## src/lr3m_pkg.sv

```systemverilog
// Shared types and constants of the line rasterizer.
package lr3m_pkg;

  localparam int COORD_BITS    = 12;
  localparam int COLOR_BITS    = 24;
  localparam int FRAC_BITS_DEF = 16;
  localparam int CFG_IDX_BITS  = 1;
  localparam int CFG_DATA_BITS = COLOR_BITS;

  localparam logic [COLOR_BITS-1:0] COLOR_RESET = COLOR_BITS'(255);

  localparam logic CMD_START = 1'b0;

  localparam logic [CFG_IDX_BITS-1:0] CFG_MODE  = CFG_IDX_BITS'(0);
  localparam logic [CFG_IDX_BITS-1:0] CFG_COLOR = CFG_IDX_BITS'(1);

  typedef enum logic [1:0] {
    MODE_NONE = 2'd0,
    MODE_DDA  = 2'd1,
    MODE_MID  = 2'd2,
    MODE_BRES = 2'd3
  } mode_t;

  typedef struct packed {
    logic                  cmd;
    logic [COORD_BITS-1:0] x_start;
    logic [COORD_BITS-1:0] y_start;
    logic [COORD_BITS-1:0] x_end;
    logic [COORD_BITS-1:0] y_end;
  } lr3m_in_t;

  typedef struct packed {
    logic [COORD_BITS-1:0] pixel_x;
    logic [COORD_BITS-1:0] pixel_y;
    logic [COLOR_BITS-1:0] color;
    logic                  last;
  } lr3m_out_t;

  // controller -> datapath
  typedef struct packed {
    logic load_item;
    logic exec;
    logic div_step;
  } dp_cmd_t;

  // datapath -> controller
  typedef struct packed {
    logic slot_free;
    logic need_div;
  } dp_status_t;

endpackage

```

## src/lr3m_div.sv

```systemverilog
// One lane of the restoring divider that forms a DDA increment.
module lr3m_div #(
  parameter int MAG_BITS = 12,
  parameter int QUO_BITS = 17
) (
  input  logic                clk,
  input  logic                load,
  input  logic                step,
  input  logic [MAG_BITS-1:0] mag,
  input  logic [MAG_BITS-1:0] divisor,
  output logic [QUO_BITS-1:0] quo
);

  logic [MAG_BITS:0]   rem;
  logic [QUO_BITS-1:0] q;
  logic                ge;
  logic [MAG_BITS:0]   diff;

  // mag <= divisor, so the first bit is the integer bit and rem stays below 2*divisor
  always_comb begin
    ge   = rem >= {1'b0, divisor};
    diff = ge ? (rem - {1'b0, divisor}) : rem;
  end

  always_ff @(posedge clk) begin
    if (load) begin
      rem <= {1'b0, mag};
      q   <= '0;
    end else if (step) begin
      rem <= {diff[MAG_BITS-1:0], 1'b0};
      q   <= {q[QUO_BITS-2:0], ge};
    end
  end

  assign quo = q;

endmodule

```

## src/lr3m_ctrl.sv

```systemverilog
// Controller of the line rasterizer: item slot, execute and divide sequencing.
module lr3m_ctrl #(
  parameter int FRAC_BITS = 16
) (
  input  logic                 clk,
  input  logic                 rst,
  input  logic                 in_valid,
  output logic                 in_stall,
  input  lr3m_pkg::dp_status_t status,
  output lr3m_pkg::dp_cmd_t    cmd
);
  import lr3m_pkg::*;

  localparam int CNT_BITS = $clog2(FRAC_BITS + 1);

  typedef enum logic [2:0] {
    S_EMPTY = 3'b001,
    S_FULL  = 3'b010,
    S_DIV   = 3'b100
  } state_t;

  state_t              state, state_next;
  logic [CNT_BITS-1:0] count, count_next;

  always_comb begin
    state_next = state;
    count_next = count;
    cmd        = '0;
    in_stall   = 1'b1;
    case (state)
      S_EMPTY: begin
        in_stall = 1'b0;
        if (in_valid) begin
          cmd.load_item = 1'b1;
          state_next    = S_FULL;
        end
      end
      S_FULL: begin
        if (status.slot_free) begin
          cmd.exec = 1'b1;
          if (status.need_div) begin
            state_next = S_DIV;
            count_next = CNT_BITS'(FRAC_BITS);
          end else begin
            in_stall = 1'b0;
            if (in_valid) begin
              cmd.load_item = 1'b1;
            end else begin
              state_next = S_EMPTY;
            end
          end
        end
      end
      S_DIV: begin
        cmd.div_step = 1'b1;
        if (count == '0) begin
          state_next = S_EMPTY;
        end else begin
          count_next = count - 1'b1;
        end
      end
      default: begin
        state_next = S_EMPTY;
      end
    endcase
  end

  always_ff @(posedge clk) begin
    if (rst) begin
      state <= S_EMPTY;
      count <= '0;
    end else begin
      state <= state_next;
      count <= count_next;
    end
  end

endmodule

```

## src/lr3m_dp.sv

```systemverilog
// Datapath of the line rasterizer: config, line state, stepping and output register.
module lr3m_dp #(
  parameter int FRAC_BITS = 16
) (
  input  logic                                clk,
  input  logic                                rst,
  input  logic                                cfg_write,
  input  logic [lr3m_pkg::CFG_IDX_BITS-1:0]   cfg_index,
  input  logic [lr3m_pkg::CFG_DATA_BITS-1:0]  cfg_data,
  input  lr3m_pkg::lr3m_in_t                  in_data,
  output logic                                out_valid,
  input  logic                                out_stall,
  output lr3m_pkg::lr3m_out_t                 out_data,
  input  lr3m_pkg::dp_cmd_t                   cmd,
  output lr3m_pkg::dp_status_t                status
);
  import lr3m_pkg::*;

  localparam int CB        = COORD_BITS;
  localparam int POS_BITS  = CB + FRAC_BITS + 1;
  localparam int QUO_BITS  = FRAC_BITS + 1;
  localparam int INC_BITS  = FRAC_BITS + 2;
  localparam int DEC_BITS  = CB + 5;
  localparam int DSUM_BITS = DEC_BITS + 1;
  localparam logic [POS_BITS-1:0] HALF = POS_BITS'(1) << (FRAC_BITS - 1);

  function automatic logic [CB-1:0] sat_inc(input logic [CB-1:0] v);
    return (v == '1) ? v : v + 1'b1;
  endfunction

  // round half up, clamp to the coordinate range
  function automatic logic [CB-1:0] fix_round(input logic [POS_BITS-1:0] pos);
    logic [POS_BITS-1:0] sum;
    logic [CB:0]         r;
    sum = {1'b0, pos[POS_BITS-2:0]} + HALF;
    r   = sum[POS_BITS-1:FRAC_BITS];
    if (pos[POS_BITS-1]) return '0;
    else if (r[CB]) return '1;
    else return r[CB-1:0];
  endfunction

  // config
  mode_t                 mode;
  logic [COLOR_BITS-1:0] pixel_color;

  // line state
  lr3m_in_t                    item;
  logic                        line_active, line_active_next;
  logic [CB-1:0]               steps_left;
  logic [CB-1:0]               cur_x, cur_y;
  logic signed [DEC_BITS-1:0]  decision;
  logic signed [CB:0]          delta_x, delta_y;
  logic [POS_BITS-1:0]         fix_pos_x, fix_pos_y;
  logic [CB-1:0]               div_steps;
  logic [QUO_BITS-1:0]         quo_x, quo_y;
  logic                        out_valid_next;

  // start-item decode
  logic                        is_start;
  logic signed [CB:0]          dx_s, dy_s, adx_w, ady_w;
  logic [CB-1:0]               adx, ady, steps, start_steps;
  logic signed [CB+2:0]        dec0, dec_init;
  logic                        div_load;

  // advance
  logic                        run_adv, produce;
  logic signed [INC_BITS-1:0]  inc_x, inc_y;
  logic [POS_BITS-1:0]         pos_x_n, pos_y_n;
  logic signed [CB+1:0]        dxdy;
  logic signed [DSUM_BITS-1:0] dec_w, two_dy, two_dxdy, opnd, dec_sum;
  logic signed [DEC_BITS-1:0]  dec_sat;
  logic                        neg, use_a, y_step;
  logic [CB-1:0]               adv_x, adv_y, new_x, new_y, new_steps;
  lr3m_out_t                   res;

  always_comb begin
    is_start = (item.cmd == CMD_START);
    dx_s  = $signed({1'b0, item.x_end}) - $signed({1'b0, item.x_start});
    dy_s  = $signed({1'b0, item.y_end}) - $signed({1'b0, item.y_start});
    adx_w = dx_s[CB] ? -dx_s : dx_s;
    ady_w = dy_s[CB] ? -dy_s : dy_s;
    adx   = adx_w[CB-1:0];
    ady   = ady_w[CB-1:0];
    steps = (adx > ady) ? adx : ady;
    if (mode == MODE_DDA) begin
      start_steps = steps;
    end else begin
      start_steps = dx_s[CB] ? '0 : dx_s[CB-1:0];
    end
    dec0     = $signed({dy_s[CB], dy_s, 1'b0}) - $signed({{2{dx_s[CB]}}, dx_s});
    dec_init = (mode == MODE_MID) ? -dec0 : dec0;
    div_load = cmd.exec && is_start && (mode != MODE_NONE);

    status.slot_free = !out_valid || !out_stall;
    status.need_div  = is_start && (mode != MODE_NONE) && (steps != '0);
  end

  // DDA increments come straight from the divider quotients
  always_comb begin
    inc_x   = delta_x[CB] ? -$signed({1'b0, quo_x}) : $signed({1'b0, quo_x});
    inc_y   = delta_y[CB] ? -$signed({1'b0, quo_y}) : $signed({1'b0, quo_y});
    pos_x_n = fix_pos_x + {{(POS_BITS-INC_BITS){inc_x[INC_BITS-1]}}, inc_x};
    pos_y_n = fix_pos_y + {{(POS_BITS-INC_BITS){inc_y[INC_BITS-1]}}, inc_y};
  end

  // midpoint / Bresenham decision: non-negative always subtracts
  always_comb begin
    neg      = decision[DEC_BITS-1];
    dxdy     = $signed({delta_x[CB], delta_x}) - $signed({delta_y[CB], delta_y});
    dec_w    = {decision[DEC_BITS-1], decision};
    two_dy   = {{4{delta_y[CB]}}, delta_y, 1'b0};
    two_dxdy = {{3{dxdy[CB+1]}}, dxdy, 1'b0};
    use_a    = (mode == MODE_MID) ? !neg : neg;
    y_step   = (mode == MODE_MID) ? neg : !neg;
    opnd     = use_a ? two_dy : two_dxdy;
    dec_sum  = neg ? (dec_w + opnd) : (dec_w - opnd);
    if (dec_sum[DSUM_BITS-1] != dec_sum[DSUM_BITS-2]) begin
      dec_sat = dec_sum[DSUM_BITS-1] ? {1'b1, {(DEC_BITS-1){1'b0}}}
                                     : {1'b0, {(DEC_BITS-1){1'b1}}};
    end else begin
      dec_sat = dec_sum[DEC_BITS-1:0];
    end
  end

  always_comb begin
    run_adv = !is_start && line_active && (mode != MODE_NONE);
    produce = cmd.exec && (is_start ? (mode != MODE_NONE) : run_adv);
    if (mode == MODE_DDA) begin
      adv_x = fix_round(pos_x_n);
      adv_y = fix_round(pos_y_n);
    end else begin
      adv_x = sat_inc(cur_x);
      adv_y = y_step ? sat_inc(cur_y) : cur_y;
    end
    new_x     = is_start ? item.x_start : adv_x;
    new_y     = is_start ? item.y_start : adv_y;
    new_steps = is_start ? start_steps : steps_left - 1'b1;

    res.pixel_x = new_x;
    res.pixel_y = new_y;
    res.color   = pixel_color;
    res.last    = (new_steps == '0);

    line_active_next = line_active;
    if (cmd.exec && is_start) begin
      line_active_next = (mode != MODE_NONE) && (start_steps != '0);
    end else if (cmd.exec && run_adv) begin
      line_active_next = (new_steps != '0);
    end

    out_valid_next = out_valid;
    if (produce) begin
      out_valid_next = 1'b1;
    end else if (!out_stall) begin
      out_valid_next = 1'b0;
    end
  end

  always_ff @(posedge clk) begin
    if (rst) begin
      mode        <= MODE_NONE;
      pixel_color <= COLOR_RESET;
      line_active <= 1'b0;
      out_valid   <= 1'b0;
    end else begin
      if (cfg_write) begin
        case (cfg_index)
          CFG_MODE:  mode <= mode_t'(cfg_data[1:0]);
          CFG_COLOR: pixel_color <= cfg_data[COLOR_BITS-1:0];
          default: ;
        endcase
      end
      line_active <= line_active_next;
      out_valid   <= out_valid_next;
    end
  end

  always_ff @(posedge clk) begin
    if (cmd.load_item) begin
      item <= in_data;
    end
    if (cmd.exec && is_start && (mode == MODE_NONE)) begin
      steps_left <= '0;
    end
    if (div_load) begin
      delta_x   <= dx_s;
      delta_y   <= dy_s;
      fix_pos_x <= {1'b0, item.x_start, {FRAC_BITS{1'b0}}};
      fix_pos_y <= {1'b0, item.y_start, {FRAC_BITS{1'b0}}};
      decision  <= {{2{dec_init[CB+2]}}, dec_init};
      div_steps <= steps;
    end else if (produce) begin
      if (mode == MODE_DDA) begin
        fix_pos_x <= pos_x_n;
        fix_pos_y <= pos_y_n;
      end else begin
        decision <= dec_sat;
      end
    end
    if (produce) begin
      steps_left <= new_steps;
      cur_x      <= new_x;
      cur_y      <= new_y;
      out_data   <= res;
    end
  end

  lr3m_div #(
    .MAG_BITS (CB),
    .QUO_BITS (QUO_BITS)
  ) u_div_x (
    .clk     (clk),
    .load    (div_load),
    .step    (cmd.div_step),
    .mag     (adx),
    .divisor (div_steps),
    .quo     (quo_x)
  );

  lr3m_div #(
    .MAG_BITS (CB),
    .QUO_BITS (QUO_BITS)
  ) u_div_y (
    .clk     (clk),
    .load    (div_load),
    .step    (cmd.div_step),
    .mag     (ady),
    .divisor (div_steps),
    .quo     (quo_y)
  );

endmodule

```

## src/line_rasterizer_three_mode_unit.sv

```systemverilog
// Line rasterizer top level: controller, datapath and DDA divider.
//
// Draws one line per start request and one pixel per advance request, in DDA
// (mode 1, all octants, Q.FRAC_BITS fixed point, round half up), midpoint
// (mode 2, x-major first octant) or Bresenham (mode 3, x-major first octant)
// form; mode 0 draws nothing. A request is taken into a one-entry item
// register and executed once the output register is free; its pixel then
// sits in the output register until taken, and the next request is accepted
// meanwhile. Advance requests stream at one per cycle as long as the output
// is drained. A start request in modes 1 to 3 also loads two restoring
// dividers (x and y increments); if its line is not a single point they
// produce one quotient bit per cycle, and input is stalled while they run
// after the start executes; that divider loop sets the cost of a start. The
// last flag marks the final pixel; pixel coordinates saturate at the
// coordinate maximum. Config writes (mode at index 0, color at index 1)
// must happen only while no request is in flight.
module line_rasterizer_three_mode_unit #(
  parameter int FRAC_BITS = lr3m_pkg::FRAC_BITS_DEF
) (
  input  logic                               clk,
  input  logic                               rst,
  input  logic                               cfg_write,
  input  logic [lr3m_pkg::CFG_IDX_BITS-1:0]  cfg_index,
  input  logic [lr3m_pkg::CFG_DATA_BITS-1:0] cfg_data,
  input  logic                               in_valid,
  output logic                               in_stall,
  input  lr3m_pkg::lr3m_in_t                 in_data,
  output logic                               out_valid,
  input  logic                               out_stall,
  output lr3m_pkg::lr3m_out_t                out_data
);
  import lr3m_pkg::*;

  dp_cmd_t    dp_cmd;
  dp_status_t dp_status;

  // sequencing: item slot, execute, divide
  lr3m_ctrl #(
    .FRAC_BITS (FRAC_BITS)
  ) u_ctrl (
    .clk      (clk),
    .rst      (rst),
    .in_valid (in_valid),
    .in_stall (in_stall),
    .status   (dp_status),
    .cmd      (dp_cmd)
  );

  // line state, stepping arithmetic, config and output register
  lr3m_dp #(
    .FRAC_BITS (FRAC_BITS)
  ) u_dp (
    .clk       (clk),
    .rst       (rst),
    .cfg_write (cfg_write),
    .cfg_index (cfg_index),
    .cfg_data  (cfg_data),
    .in_data   (in_data),
    .out_valid (out_valid),
    .out_stall (out_stall),
    .out_data  (out_data),
    .cmd       (dp_cmd),
    .status    (dp_status)
  );

endmodule

```

## config.mk

```make
export PLATFORM = sky130hd
export DESIGN_NAME = line_rasterizer_three_mode_unit
export DESIGN_NICKNAME = d
export VERILOG_FILES = /design/src/lr3m_pkg.sv /design/src/lr3m_div.sv /design/src/lr3m_ctrl.sv /design/src/lr3m_dp.sv /design/src/line_rasterizer_three_mode_unit.sv
export SDC_FILE = /design/constraint.sdc
export NUM_CORES = 1
export LEC_CHECK = 0
export BUFFER_PORTS_ARGS = -buffer_cell sky130_fd_sc_hd__buf_2
export CAP_MARGIN = 20
export CELL_PAD_IN_SITES_DETAIL_PLACEMENT = 0
export CELL_PAD_IN_SITES_GLOBAL_PLACEMENT = 1
export CORE_UTILIZATION = 53
export CTS_BUF_LIST = sky130_fd_sc_hd__clkbuf_4
export CTS_CLUSTER_SIZE = 24
export DETAILED_ROUTE_END_ITERATION = 10
export PLACE_DENSITY = 0.92
export SLEW_MARGIN = 20
export SYNTH_ARGS = -nofsm -noshare
export SYNTH_HDL_FRONTEND = slang
export SYNTH_HIERARCHICAL = 1
export SYNTH_SLANG_ARGS = --single-unit
```

## constraint.sdc

```tcl
create_clock -name clk -period 11.7 [get_ports clk]
set_input_delay 1.17 -clock clk [delete_from_list [all_inputs] [get_ports clk]]
set_output_delay 1.17 -clock clk [all_outputs]
set_load 0.02 [all_outputs]
```

==> results.md, run 1 <==
* Status: finished clean
* Final-report max-slew violation count at 0
* Synth area leader: edfxtp_1
* Pwr/cell area at 140.3 nW/µm²
* Final hold vios at 0
* Hold-fix buffers, CTS at 0
* Num CTS Buffers at 85
* DP Area at 24820 µm²
* Worst vdd ir at ~98 µV
* Post-synth top flop: edfxtp_1
* Post-route ant nets at 0
* Root Buffer: clkbuf_4
* Final setup violation count at 0
* CP arrival at about 7.7 ns
* Tightest Pin Transition at about 1.1 ns
* Met1 usage at 38.78%
* Crit. End Element: primary output
* Most used cell, CP: nor3_1
* Number of fill cells at approximately 4000
* Vias/cell at 6.056
* Mapped Area at approximately 24000 µm²
* Max Cap Viol at 0
* Post-synth top area share at 26.85%
* I/O Pins at 130
* Main combinational cell family by area after synthesis: compound AO/OA/AOI/OAI gates
* Grt met3 use at between 5 and 6%
* Iteration-0 DRC Markers at between 1500 and 2000
* Clock sink count at 318
* Synth Instances at around 2700
* Synth Area in Compound Gates at between 20% and 30%
* Final instance area at about 26000 µm²
* Share of cells above drive strength 1 at 12.32%
* GR Overflow Total at 0
* CP Cell Sequence: ha_1 -> fa_1 -> nand2b_1 -> a211o_1 -> and3_1 -> nor3_1 -> and4_1 -> a31oi_1 -> xnor2_1 -> inv_1 -> ha_1 -> nand4_1 -> nor3_1 -> a21boi_0 -> o41a_1 -> mux2i_1 -> o2111ai_1 -> nor4_2 -> nor3_1 -> buf_4 -> nor3b_1 -> o21ai_0 -> buf_2
* Post-CTS resize count at 0
* Worst setup path endpoint: in_stall
* CP required at 10.53 ns
* Row Count at 77
* Setup TNS after final layout at 0 ns
* Initial Utilization at 53.73%
* First-pass GRT wire length at approximately 100000 µm
* Drt total wl at 66970 µm
* Area occupied by multi-input gates at between 10000 and 15000 µm²
* Vias in the first global route at 19720
* Clock slew at reported path FFs at ~0.070 ns
* Leak at around 10 nW
* Final min period at between 8 and 9 ns
* Antenna violations before repair at 2
* RSZ-0062 raised after global routing: no
* Area Growth Syn to Fin at 9.362%
* Rel. slew slack at between 20% and 30%
* TritonCTS clock tree: done
* Critical path class: reg2out
* Worst setup path startpoint: u_dp/item[36]
* Port Buf Inserts at about 130
* Critical path's slowest cell: o41a_1
* Synthesized area per cell at approximately 9 µm²
* Synth Area in Adders at just under 10%
* Worst-path maximum fanout at 22
* Die span in y at ~210 µm
* Crit-path max cell delay at between 0.7 and 0.8 ns
* Commonest non-fill, non-tap cells in the layout: nand2_1 (293), edfxtp_1 (212), nor2_1 (207)
* Clock Skews at 0.04731 ns
* Gpl congestion at roughly 0.96
* Main area contributors after synthesis: edfxtp_1 (27%), dfxtp_1 (9.0%), ha_1 (8.9%), xnor2_1 (5.2%), nand2_1 (4.7%)
* GRT Resource Usage Total at 29.22%
* Fraction of synthesized area in multiplexers at around 2.4%
* Routed length per instance at between 15 and 20 µm
* Clk_lat worst skew at 0.85 ns
* Fmax at ~110 MHz
* First-pass detailed-route iteration total at 6
* Layout Nets at between 3000 and 4000
* GR peak layer: met2
* Simple-gate area share of the yosys netlist at a little under a fifth
* H-tree depth at 3
* Detailed Place HPWL at a little under 50000 µm
* DR DRC count at 0
* Synth unique cells at approximately 100
* Routing usage on met2 at a little under half
* Startpoint Class: register
* Core box area at roughly 44000 µm²
* Synth Area in XOR/XNOR at 8.264%
* Die ar. at about 46000 µm²
* Setup bufs post-CTS at 0
* Async SR Flop Fraction at 0%
* Most common cell after layout, fill and taps aside: nand2_1
* Worst flop-to-flop path startpoint: u_dp/item[36]
* YS warnings at 6
* Vias at between 20000 and 25000
* Reg2reg setup slack at ~4 ns
* Hold Path Class: reg2reg
* Largest net degree at the start of global routing at 118
* Syn nets at slightly below 3000
* FF-to-FF path depth at 23
* Clock Tree Buf Depth at 3
* Post-synth EDFFs at 212
* Die W at 213.5 µm
* Reg area at 8488 µm²
* Fin crit share at between 70% and 80%
* Seq cells post-synth at ~320
* Post-synthesis sequential area ratio at a little over a third
* Reg-to-reg endpoint: u_dp/item[5]
-- synthesized netlist by cell type, types with 18 or more instances --
cell and n:
a211o_1 21, a211oi_1 37, a21o_1 42, a21oi_1 201
a31oi_1 28, and2_1 23, and3_1 33, clkbuf_1 81
dfxtp_1 106, edfxtp_1 212, ha_1 169, inv_1 166
mux2i_1 52, nand2_1 294, nand2b_1 29, nand3_1 65
nor2_1 208, nor2b_1 27, nor3_1 55, o211ai_1 18
o21a_1 24, o21ai_0 123, o21bai_1 19, o31ai_1 30
or3_1 24, xnor2_1 140, xor2_1 80
-- sequential cells by signal, summed over array words and instances (netlist names), 16 cells and up --
signal,cells
u_dp/decision,16
u_dp/u_div_y/quo,17
u_dp/u_div_x/quo,17
u_dp/item,49
u_dp/pixel_color,24
u_dp/fix_pos_x,29
u_dp/fix_pos_y,29
u_dp/out_data,25
-- where the power goes --
part / leakage, nW / total (mW) / internal (mW) / switching (mW)
sequential: 2.75 / 1.33 / 1.27 / 0.0512
combinational: 7.03 / 1.30 / 0.468 / 0.833
clock: 0.640 / 1.01 / 0.515 / 0.496
total: 10.4 / 3.64 / 2.26 / 1.38
-- stage by stage --
stage / setup WS [ns] / instances / hold WS (ns) / utilization, % / total power, mW
after floorplan: 4.794 / 2669 / 0.4081 / - / 2.268
after global placement: 4.095 / 3306 / 0.4114 / 56.26 / 2.580
after detailed placement: 3.862 / 3306 / 0.4154 / 56.26 / 2.602
after CTS: 2.942 / 3457 / 0.4286 / 58.73 / 3.626
after global routing: 2.305 / 3459 / 0.4344 / 58.76 / 3.842
final: 2.866 / 3460 / 0.4256 / 58.76 / 3.638
-- worst max-delay path, delay by kind of cell (launching register included) --
family,cells,cell delay (ns)
muxes,1,0.41
DFF,1,0.42
buffers and inverters,3,0.46
and+or+nand+nor,9,2.52
adders and majority gates,3,0.99
xor gates and xnor gates,1,0.24
AOI/OAI and AO/OA,6,1.79
-- per-layer routing --
layer	wire, µm	share of wire [%]
met5	0	0
met4	2311	3.5
met2	30430	45
met3	4534	6.8
met1	29690	44
-- cell type report --
| class | count | share of cell area, % |
|---|---|---|
| clock inverter | 26 | 0.5887 |
| sequential | 318 | 32.74 |
| timing repair buffer | 147 | 3.011 |
| inverter | 169 | 2.466 |
| tap | 592 | 2.857 |
| clock buffer | 125 | 3.619 |
| antenna | 3 | 0.02895 |
| multi-input combinational | 2080 | 54.69 |
-- logic make-up (layout without fill, tap and decap cells) --
group                    count (synthesis)  count (layout)
AO/OA/AOI/OAI                          741             741
XOR/XNOR                               222             222
adder cells (fa/ha/maj)                178             178
buffers and inverters                  271             467
flip-flops                             318             318
multiplexers                            57              57
other                                    0               3
AND/OR/NAND/NOR                        882             882
-- worst min path at each step --
stage	to	start	cells past startpoint	slack, ns
2_1_floorplan	u_dp/out_data[10]	u_dp/pixel_color[9]	0	0.41
3_3_place_gp	u_dp/out_data[12]	u_dp/pixel_color[11]	0	0.41
3_5_place_dp	u_dp/out_data[24]	u_dp/pixel_color[23]	0	0.42
4_1_cts	u_dp/out_data[17]	u_dp/pixel_color[16]	0	0.43
5_1_grt	u_dp/out_data[24]	u_dp/pixel_color[23]	0	0.43
6_report	u_dp/out_data[17]	u_dp/pixel_color[16]	0	0.43
Note: power is estimated with default switching activity, not from simulation.
==> run 2, diff against run 1 <==
--- a/config.mk
+++ b/config.mk
@@ -9,11 +9,11 @@
 export CAP_MARGIN = 20
 export CELL_PAD_IN_SITES_DETAIL_PLACEMENT = 0
 export CELL_PAD_IN_SITES_GLOBAL_PLACEMENT = 1
-export CORE_UTILIZATION = 53
+export CORE_UTILIZATION = 45
 export CTS_BUF_LIST = sky130_fd_sc_hd__clkbuf_4
 export CTS_CLUSTER_SIZE = 24
 export DETAILED_ROUTE_END_ITERATION = 10
-export PLACE_DENSITY = 0.92
+export PLACE_DENSITY = 0.84
 export SLEW_MARGIN = 20
 export SYNTH_ARGS = -nofsm -noshare
 export SYNTH_HDL_FRONTEND = slang
==> constraint.sdc (replaced) <==
create_clock -name clk -period 8.05 [get_ports clk]
set_input_delay 0.805 -clock clk [delete_from_list [all_inputs] [get_ports clk]]
set_output_delay 0.805 -clock clk [all_outputs]
set_load 0.02 [all_outputs]
==> run 2 against run 1 <==
Compared with the run above: via count grew 0.14%; utilization shrank 8.0 points; combinational power grew 49%; non-clock buffer count grew 8; global-route usage shrank 3.8 points; register-to-register slack lost 2.8 ns; clock skew grew 0.0047 ns; clock power grew 53%; largest cell class unchanged; sequential cell count is the same; total power grew 49%.
==> results.md, run 2 (synthesized netlist as in run 1, its figures left out) <==
* Core Util, Final at around 51%
* GR Overflow Total at 0
* Dpl ws at approximately 0.60 ns
* Final hold vios at 0
* GRT Resource Usage Total at between 20% and 30%
* Vias in the first global route at 20040
* Hold-fix buffers, CTS at 0
* Crit-path max cell delay at 0.51 ns
* Final hold slack at between 0.1 and 0.15 ns
* Post-route ant nets at 0
* Status: finished clean
* Critical path's slowest cell: fa_1
* Clock Tree Buf Depth at 3
* TritonCTS clock tree: done
* Initial Utilization at around 46%
* I/O Pins at 130
* Worst-path maximum fanout at 11
* Rel. slew slack at a little under a third
* Most common cell after layout, fill and taps aside: nand2_1
* DP Cell Count at roughly 3400
* Worst setup path startpoint: u_dp/item[36]
* Biggest regs: u_dp/item x49, u_dp/fix_pos_x x29, u_dp/fix_pos_y x29
* Min-delay src: in_data[18]
* Reg area at about 8500 µm²
* Clock sink count at 318
* Port Buf Inserts at 129
* Antenna violations before repair at 1
* Detailed Place HPWL at 51120 µm
* Vias at approximately 21000
* RSZ-0062 raised after global routing: no
* Root Buffer: clkbuf_4
* Delay-heaviest family, CP: simple AND/OR/NAND/NOR gates
* Layout Nets at 3070
* DR DRC count at 0
* Final-report max-slew violation count at 0
* Die W at about 230 µm
* Max Cap Viol at 0
* Worst path bufs/invs at 2
* Area occupied by multi-input gates at about 14000 µm²
* DP Area at about 25000 µm²
* Fin crit share at 94.40%
* Die ar. at between 50000 and 60000 µm²
* Largest net degree at the start of global routing at 75
* H-tree depth at 3
* Area Growth Syn to Fin at 10.68%
* Worst vdd ir at between 100 and 150 µV
* Tightest Pin Transition at approximately 1 ns
* Commonest non-fill, non-tap cells in the layout: nand2_1 (294), edfxtp_1 (212), nor2_1 (207)
* Final Power at about 5.4 mW
* Largest register FFs at between 40 and 50
* Clk_lat worst skew at 0.85 ns
* Final min period at ~7.6 ns
* Number of fill cells at roughly 5000
* Row Count at 83
* Pwr/cell area at around 210 nW/µm²
* Setup bufs post-CTS at 0
* Clock slew at reported path FFs at about 0.070 ns
* CP arrival at 6.79 ns
* CP Cell Sequence: ha_1 -> fa_1 -> ha_1 -> nor4bb_1 -> nand3_1 -> nand3_1 -> nand2_1 -> nor2_1 -> a41oi_1 -> xnor2_1 -> inv_1 -> ha_1 -> nand4_1 -> nor3_1 -> a21boi_1 -> o41a_4 -> mux2i_2 -> o2111ai_1 -> nor4_4 -> nor3_2 -> nor3b_1 -> o21ai_0 -> buf_2
* Critical path class: reg2out
* Leak at roughly 11 nW
* Setup ws final at 0.4505 ns
* Die span in y at about 230 µm
* First-pass detailed-route iteration total at 6
* Biggest register: u_dp/item
* First-pass GRT wire length at between 100000 and 150000 µm
* Drt total wl at roughly 69000 µm
* Num CTS Buffers at 88
* Setup TNS after final layout at 0 ns
* Clock Skews at between 0.05 and 0.06 ns
* Routed length per instance at between 15 and 20 µm
* Startpoint Class: register
* Core box area at around 52000 µm²
* Iteration-0 DRC Markers at approximately 1700
* Final cell count without fillers at roughly 3600
* Final instance area at between 20000 and 30000 µm²
* Crit. End Element: primary output
* Fmax at around 130 MHz
* Share of cells above drive strength 1 at approximately 13%
* Vias/cell at roughly 5.9
* Worst flop-to-flop path startpoint: u_dp/item[36]
* Most used cell, CP: ha_1
* CP required at between 7 and 8 ns
* Final setup violation count at 0
* Gpl congestion at 0.9469
* Hold Path Class: in2reg
## run 2: changes by cell type in the layout (fill, tap and decap cells not counted), sizes merged, moves of 2 or more
cell	before	now
buf	147	155
clkbuf	125	130
clkinv	19	27
clkinvlp	2	0
diode	3	1
inv	173	171
## run 2: final timing paths
check                      end  slack, ns  cells after the start
max                   in_stall       0.45                     23
min              u_dp/item[18]       0.13                      1
max reg2reg      u_dp/item[27]       1.25                     23
min reg2reg  u_dp/out_data[11]       0.43                      0
## run 2: layer usage
metal	share of wire, %	global-route usage, %	vias up
li1	-	-	10150
met1	44	33.96	10000
met2	46	40.81	723
met3	6.4	3.851	112
met4	3.1	10.55	0
met5	0	0	-
## run 2: layout make-up
class                   instances  area share, %
well taps                     680          3.242
diodes                          1       0.009537
repair buffers                155          3.252
clock buffers                 130          3.719
clock inverters                31         0.7534
inverters                     169          2.437
multi-input cells            2081          54.24
flip-flops and latches        318          32.35
## run 2: worst reg2reg max path: cells and delay by family, from the launching register on
| kind | cells | cell delay, ns |
|---|---|---|
| AOI/OAI and AO/OA | 5 | 1.53 |
| xor gates and xnor gates | 1 | 0.37 |
| adders and majority gates | 4 | 1.36 |
| buffers and inverters | 2 | 0.42 |
| DFF | 1 | 0.42 |
| muxes | 1 | 0.32 |
| and+or+nand+nor | 10 | 2.07 |
## run 2: repair_timing
action / CTS / global route
endpoints found under the setup margin: 1 / 1
pin swaps: 0 / 1
gates cloned: 0 / 1
endpoints found under the hold margin: 0 / 0
resized for setup: 1 / 7
## run 2: where the power goes
| group | internal [mW] | total (mW) | leakage, nW | switching (mW) |
|---|---|---|---|---|
| clock | 0.810 | 1.55 | 0.692 | 0.745 |
| sequential | 1.85 | 1.93 | 2.75 | 0.0733 |
| combinational | 0.706 | 1.94 | 7.09 | 1.23 |
